File: src/sv/rmq_pkg.sv
// ----------------------------------------------------------------------------
// rmq_pkg
// Shared widths, branch codes, control structs and saturation for the
// rotation matrix to quaternion pipeline.
// ----------------------------------------------------------------------------
`default_nettype none

package rmq_pkg;

  // Fixed point format and field width
  localparam int FRAC_BITS = 14;
  localparam int IN_W      = 16;

  // Signed numerators and their magnitudes (sum or difference of two fields)
  localparam int NUM_W = IN_W + 1;
  localparam int MAG_W = IN_W + 1;

  // Trace and radicand arithmetic
  localparam int SUM_W  = ((FRAC_BITS > IN_W + 1) ? FRAC_BITS : IN_W + 1) + 3;
  localparam int RADM_W = SUM_W - 1;

  // Bits resolved per pipeline stage in the root and divide units
  localparam int STEP = 4;

  // Square root: root width padded to a whole number of stages
  localparam int ROOT_W    = ((RADM_W + FRAC_BITS + 1) / 2 + STEP - 1) / STEP * STEP;
  localparam int SQ_IN_W   = 2 * ROOT_W;
  localparam int SQ_STAGES = ROOT_W / STEP;

  // Divide: dividend is (mag << FRAC_BITS) + root, padded the same way
  localparam int DEN_W      = ROOT_W + 1;
  localparam int DVD_W      = ((MAG_W + FRAC_BITS + 1) + STEP - 1) / STEP * STEP;
  localparam int DIV_STAGES = DVD_W / STEP;

  // Prep, root stages, divisor prep, divide stages, output register
  localparam int NST = SQ_STAGES + DIV_STAGES + 3;

  localparam logic signed [SUM_W-1:0] ONE_S = SUM_W'(1) <<< FRAC_BITS;

  // Branch codes
  localparam logic [1:0] BR_TRACE = 2'd0;
  localparam logic [1:0] BR_X     = 2'd1;
  localparam logic [1:0] BR_Y     = 2'd2;
  localparam logic [1:0] BR_Z     = 2'd3;

  // Saturation limits as magnitudes
  localparam logic [DVD_W-1:0] POS_LIM = DVD_W'((1 << (IN_W - 1)) - 1);
  localparam logic [DVD_W-1:0] NEG_LIM = DVD_W'(1 << (IN_W - 1));
  localparam logic signed [IN_W-1:0] OUT_MAX = {1'b0, {(IN_W - 1){1'b1}}};
  localparam logic signed [IN_W-1:0] OUT_MIN = {1'b1, {(IN_W - 1){1'b0}}};

  // Control carried through the root stages
  typedef struct packed {
    logic [1:0]              branch;
    logic signed [NUM_W-1:0] na;
    logic signed [NUM_W-1:0] nb;
    logic signed [NUM_W-1:0] nc;
  } num_ctl_t;

  // Control carried through the divide stages
  typedef struct packed {
    logic [1:0]        branch;
    logic [2:0]        neg;
    logic [ROOT_W-1:0] half;
  } div_ctl_t;

  // Apply sign to a magnitude and clamp to the output range
  function automatic logic signed [IN_W-1:0] sat_mag(input logic neg,
                                                     input logic [DVD_W-1:0] mag);
    logic [DVD_W-1:0] neg_mag;
    neg_mag = -mag;
    if (!neg) begin
      return (mag > POS_LIM) ? OUT_MAX : mag[IN_W-1:0];
    end
    return (mag > NEG_LIM) ? OUT_MIN : neg_mag[IN_W-1:0];
  endfunction

endpackage

`default_nettype wire

File: src/sv/rmq_div_lane.sv
// ----------------------------------------------------------------------------
// rmq_div_lane
// Pipelined restoring divider: STEP quotient bits per stage, each stage
// advancing on its own enable.
// ----------------------------------------------------------------------------
`default_nettype none

module rmq_div_lane (
  input  wire logic                              clk,
  input  wire logic [rmq_pkg::DIV_STAGES-1:0]    en,
  input  wire logic [rmq_pkg::DVD_W-1:0]         dvd,
  input  wire logic [rmq_pkg::DEN_W-1:0]         den,
  output logic      [rmq_pkg::DVD_W-1:0]         quo
);
  import rmq_pkg::*;

  typedef struct packed {
    logic [DEN_W-1:0] rem;
    logic [DVD_W-1:0] num;
    logic [DVD_W-1:0] quo;
    logic [DEN_W-1:0] den;
  } div_t;

  // Resolve STEP quotient bits
  function automatic div_t div_step(input div_t s);
    div_t           r;
    logic [DEN_W:0] t;
    r = s;
    for (int i = 0; i < STEP; i++) begin
      t     = {r.rem, r.num[DVD_W-1]};
      r.num = r.num << 1;
      if (t >= {1'b0, r.den}) begin
        t     = t - {1'b0, r.den};
        r.quo = {r.quo[DVD_W-2:0], 1'b1};
      end else begin
        r.quo = {r.quo[DVD_W-2:0], 1'b0};
      end
      r.rem = t[DEN_W-1:0];
    end
    return r;
  endfunction

  div_t init;
  div_t stg_d [DIV_STAGES];
  div_t stg_q [DIV_STAGES];

  // Build the next value of every stage
  always_comb begin
    init.rem = '0;
    init.num = dvd;
    init.quo = '0;
    init.den = den;
    stg_d[0] = div_step(init);
    for (int l = 1; l < DIV_STAGES; l++) begin
      stg_d[l] = div_step(stg_q[l-1]);
    end
  end

  // Advance stages that are free
  always_ff @(posedge clk) begin
    for (int l = 0; l < DIV_STAGES; l++) begin
      if (en[l]) begin
        stg_q[l] <= stg_d[l];
      end
    end
  end

  assign quo = stg_q[DIV_STAGES-1].quo;

endmodule

`default_nettype wire

File: config.mk
export PLATFORM = sky130hd
export DESIGN_NAME = rmq_div_lane
export DESIGN_NICKNAME = d
export VERILOG_FILES = /design/src/sv/rmq_pkg.sv /design/src/sv/rmq_div_lane.sv
export SDC_FILE = /design/constraint.sdc
export NUM_CORES = 2
export LEC_CHECK = 0
export BUFFER_PORTS_ARGS = -buffer_cell sky130_fd_sc_hd__buf_4
export CAP_MARGIN = 20
export CORE_ASPECT_RATIO = 0.9
export CORE_UTILIZATION = 55
export CTS_CLUSTER_SIZE = 40
export DETAILED_ROUTE_END_ITERATION = 8
export HOLD_SLACK_MARGIN = 0.15
export MAX_ROUTING_LAYER = met4
export PLACE_DENSITY = 0.71
export SLEW_MARGIN = 15
export SYNTH_ARGS = -nofsm -noshare
export SYNTH_HDL_FRONTEND = slang
export SYNTH_SLANG_ARGS = --single-unit
File: constraint.sdc
create_clock -name clk -period 14.21 [get_ports clk]
set_input_delay 3.5525 -clock clk [delete_from_list [all_inputs] [get_ports clk]]
set_output_delay 3.5525 -clock clk [all_outputs]
set_load 0.02 [all_outputs]
# After elaboration in Yosys (flattened, before gate mapping)
# Memories as Yosys holds them, arrays and structs flattened.
# Cells that the tools add are included.
# op_classes
order_cmp,32
n_addsub,32
muxes,80
# op_table
cell,count
>= comparator 22 x 21 -> 1 bit,31
two-way mux 21 bit,32
subtractor 21 bit,31
two-way mux 1 bit,48
>= comparator 1 x 21 -> 1 bit,1
subtractor 1 x 21 -> 21 bit,1
# word_totals
ram_bits,816
memories,1
word_cells,145
ff_bits,0
out_inout_bits,32
inputBits,62
# mem_list
name,words,word_bits,read_ports,rd_ports_with_merged_regs,write_ports,line_no,source
stg_q,8,102,8,0,8,rmq_div_lane.sv:45,div_t stg_q [DIV_STAGES];

# Logic depth before layout (Yosys ltp)
# An unclocked memory read counts as a cell.
# logic_depth
depth_word,9
mapped_depth,59
mapped_depth_nobuf,53

# Worst setup path before layout
# OpenSTA, ideal clock, no wires.
# synth_path
path_type,input -> register
start,in den[1] (netlist bit)
end,mem stg_q[0][93] (netlist bit) (data pin)
path_stages,43
slack_ps,1409
n_path_buf,5
t_arrival_ps,12541
path_cell_list,inv_1 -> nand4_1 -> clkbuf_1 -> nor4_1 -> ha_1 -> a21o_1 -> a21o_1 -> a2111oi_0 -> o21ai_1 -> a311oi_1 -> o211ai_1 -> nand2_1 -> inv_1 -> clkbuf_1 -> nand2_1 -> nand2_1 -> ha_1 -> a21o_1 -> (+7 left out) -> a221oi_2 -> buf_2 -> buf_4 -> mux2i_1 -> fa_1 -> a21o_1 -> a21oi_1 -> o221a_2 -> o21ai_0 -> o21ai_0 -> o31ai_1 -> nand4_1 -> nand4b_1 -> a21oi_1 -> o21a_1 -> o211ai_1 -> buf_2 -> mux2_2
# synth_rtl
element,line_no,source
from (decl),rmq_div_lane.sv:12,"input wire logic [rmq_pkg::DEN_W-1:0] den,"
to (decl),rmq_div_lane.sv:45,

==> impl_metrics.env <==
export IMPL_status="finished clean"
export IMPL_cp_top_family="compound AO/OA/AOI/OAI gates"
export IMPL_core_region_area_sq_um=96900
export IMPL_ys_ff_latch=550
export IMPL_dieWidth_um=332
export IMPL_setup_viol=0
export IMPL_cts_buffers=59
export IMPL_detail_route_wl_per_cell_um=21.4
export IMPL_clock_path_buffers=3
export IMPL_critPathMaxFanout=22
export IMPL_yosys_warnings=0
export IMPL_diodes=0
export IMPL_rsz0062_at_grt="false"
export IMPL_synthesis_area_sq_um=54000
export IMPL_regArea_sq_um=16500
export IMPL_fillCellCount=8511
export IMPL_worstPathArrival_ps=13920
export IMPL_cp_depth=41
export IMPL_period_share=0.949
export IMPL_rrSetupSlack_ps=870
export IMPL_clock_sinks=550
export IMPL_yosysUniqueCellTypes=103
export IMPL_placed_area_sq_um=56000
export IMPL_multiInputGateArea_sq_um=35100
export IMPL_clock_root_buffer="clkbuf_16"
export IMPL_htree_levels=2
export IMPL_fmax_mhz=74.1
export IMPL_dr_pass1_iters=6
export IMPL_synth_area_leaders="edfxtp_1, ha_1, xnor2_1, a21oi_1, mux2_2"
export IMPL_synth_most_common_cell="ha_1"
export IMPL_crit_required_ps=14640
export IMPL_synth_nets=6692
export IMPL_syn_avg_cell_area_sq_um=9.09
export IMPL_cp_end_kind="flip-flop"
export IMPL_cap_violations=0
export IMPL_critical_path_class="input port to flip-flop"
export IMPL_worst_pin_slew_ps=1100
export IMPL_ys_async_sr_fraction=0
export IMPL_finalCriticalPeriod_ps=13490
export IMPL_synth_ff_type="edfxtp_1"
export IMPL_cp_start_kind="input port"
export IMPL_first_iter_violations=4317
export IMPL_insertion_delay_ps=700
export IMPL_dieArea_sq_um=99500
export IMPL_fin_setup_tns_ps=0
export IMPL_synthTopCellsByCount="ha_1, edfxtp_1, a21oi_1"
export IMPL_grt_pass1_wl_mm=242
export IMPL_antenna_found_initial=2
export IMPL_die_h_um=299
export IMPL_cts_hold_buf=0
export IMPL_cts_tree="yes"
export IMPL_regMostFlops="stg_q"
export IMPL_grt_use_total=0.317
export IMPL_reg2reg_depth=53
export IMPL_grt_pass1_vias=42857
export IMPL_syn2layout_area_growth_pct=7.42
export IMPL_synth_seq_area_share=0.306
export IMPL_vias_per_cell=6.25
export IMPL_hold_violations=0
export IMPL_reg_top3="stg_q: 550 flops"
export IMPL_drc=0
export IMPL_io_buffers=93
export IMPL_place_gp_congestion=0.972
export IMPL_synth_edf_count=550
export IMPL_skew_ps=30.2
export IMPL_synth_top_area_share=0.306
export IMPL_grt_max_degree=65
export IMPL_vias=45819
export IMPL_overflow=0
export IMPL_hold_depth=0
export IMPL_largest_reg_flops=550
export IMPL_drv_slew=0
export IMPL_synthCells=5947
export IMPL_cpMaxStageDelayCell="nor4_1"
export IMPL_synth_top_cell_by_area="edfxtp_1"
export IMPL_hold_class="flip-flop to flip-flop"
export IMPL_ant_nets=0
export IMPL_critPathMaxStageDelay_ps=490
export IMPL_crit_top_cell="buf_4"
export IMPL_wl_mm=157
export IMPL_critical_path_buf_inv_count=5
export IMPL_slew_headroom=0.265
export IMPL_drive_gt1_frac=0.0893
export IMPL_final_area_sq_um=58000
export IMPL_initial_core_util=0.558
export IMPL_rows=108
export IMPL_io_pins=94
export IMPL_nets=6756
export IMPL_clkTransAtPathRegs_ps=60
export IMPL_detailed_place_hpwl_mm=125
stage by stage:
stage / utilization / hold WS (ps) / std cells / setup WS [ps]
3_5_place_dp: 0.578 / 405 / 7215 / 53.2
5_1_grt: 0.599 / 419 / 7326 / 31.8
3_3_place_gp: 0.578 / 401 / 7213 / 337
4_1_cts: 0.599 / 414 / 7326 / 594
6_report: 0.599 / 412 / 7326 / 723
2_1_floorplan: - / 400 / 5947 / 1410
metal layers:
layer | share of wire | track usage | vias up
li1 | - | - | 22251
met1 | 0.45 | 0.424 | 21647
met4 | 0.038 | 0.109 | 0
met2 | 0.45 | 0.499 | 1606
met5 | 0 | - | -
met3 | 0.065 | 0.0379 | 315
area by class of cell:
cell class | instances | area share
tap | 1265 | 0.0273
clock buffer | 62 | 0.0256
clock inverter | 49 | 0.00849
multi-input combinational | 4805 | 0.605
inverter | 440 | 0.0285
timing repair buffer | 155 | 0.0203
sequential | 550 | 0.285
worst paths after layout:
check,from,to
setup / recovery,den[6],stg_q[0][96]
hold / removal,stg_q[0][64],stg_q[0][170]
hold reg to reg,stg_q[0][64],stg_q[0][170]
setup reg to reg,stg_q[1][1],stg_q[1][202]
cell usage in the layout, fill, tap and decap left out, types with 100 or more instances in the layout:
master / instances
nor2_1: 361
edfxtp_1: 550
xor2_1: 183
a21oi_1: 507
inv_1: 431
nand2b_1: 100
mux2_2: 184
nor3_1: 120
nand4_1: 106
a21o_1: 230
o21ai_0: 380
xnor2_1: 316
buf_4: 153
nand2_1: 464
nand3_1: 137
ha_1: 653
repair_timing:
item | CTS | global route
endpoints found under the setup margin | 0 | 41
gates resized for setup | 0 | 5
buffers inserted | 0 | 0
kinds of logic (layout without fill, tap and decap cells):
family          Yosys count  count (layout)  synth area share
compound gates         1755            1755             0.210
simple gates           1630            1630             0.147
fa+ha+maj               683             683             0.162
buf+inv                 592             706            0.0451
flops                   550             550             0.306
xor+xnor                499             499            0.0809
mux                     238             238            0.0486
Power is not shown: default switching activity piles up to over one toggle a cycle in this logic, so the estimate is an artifact.
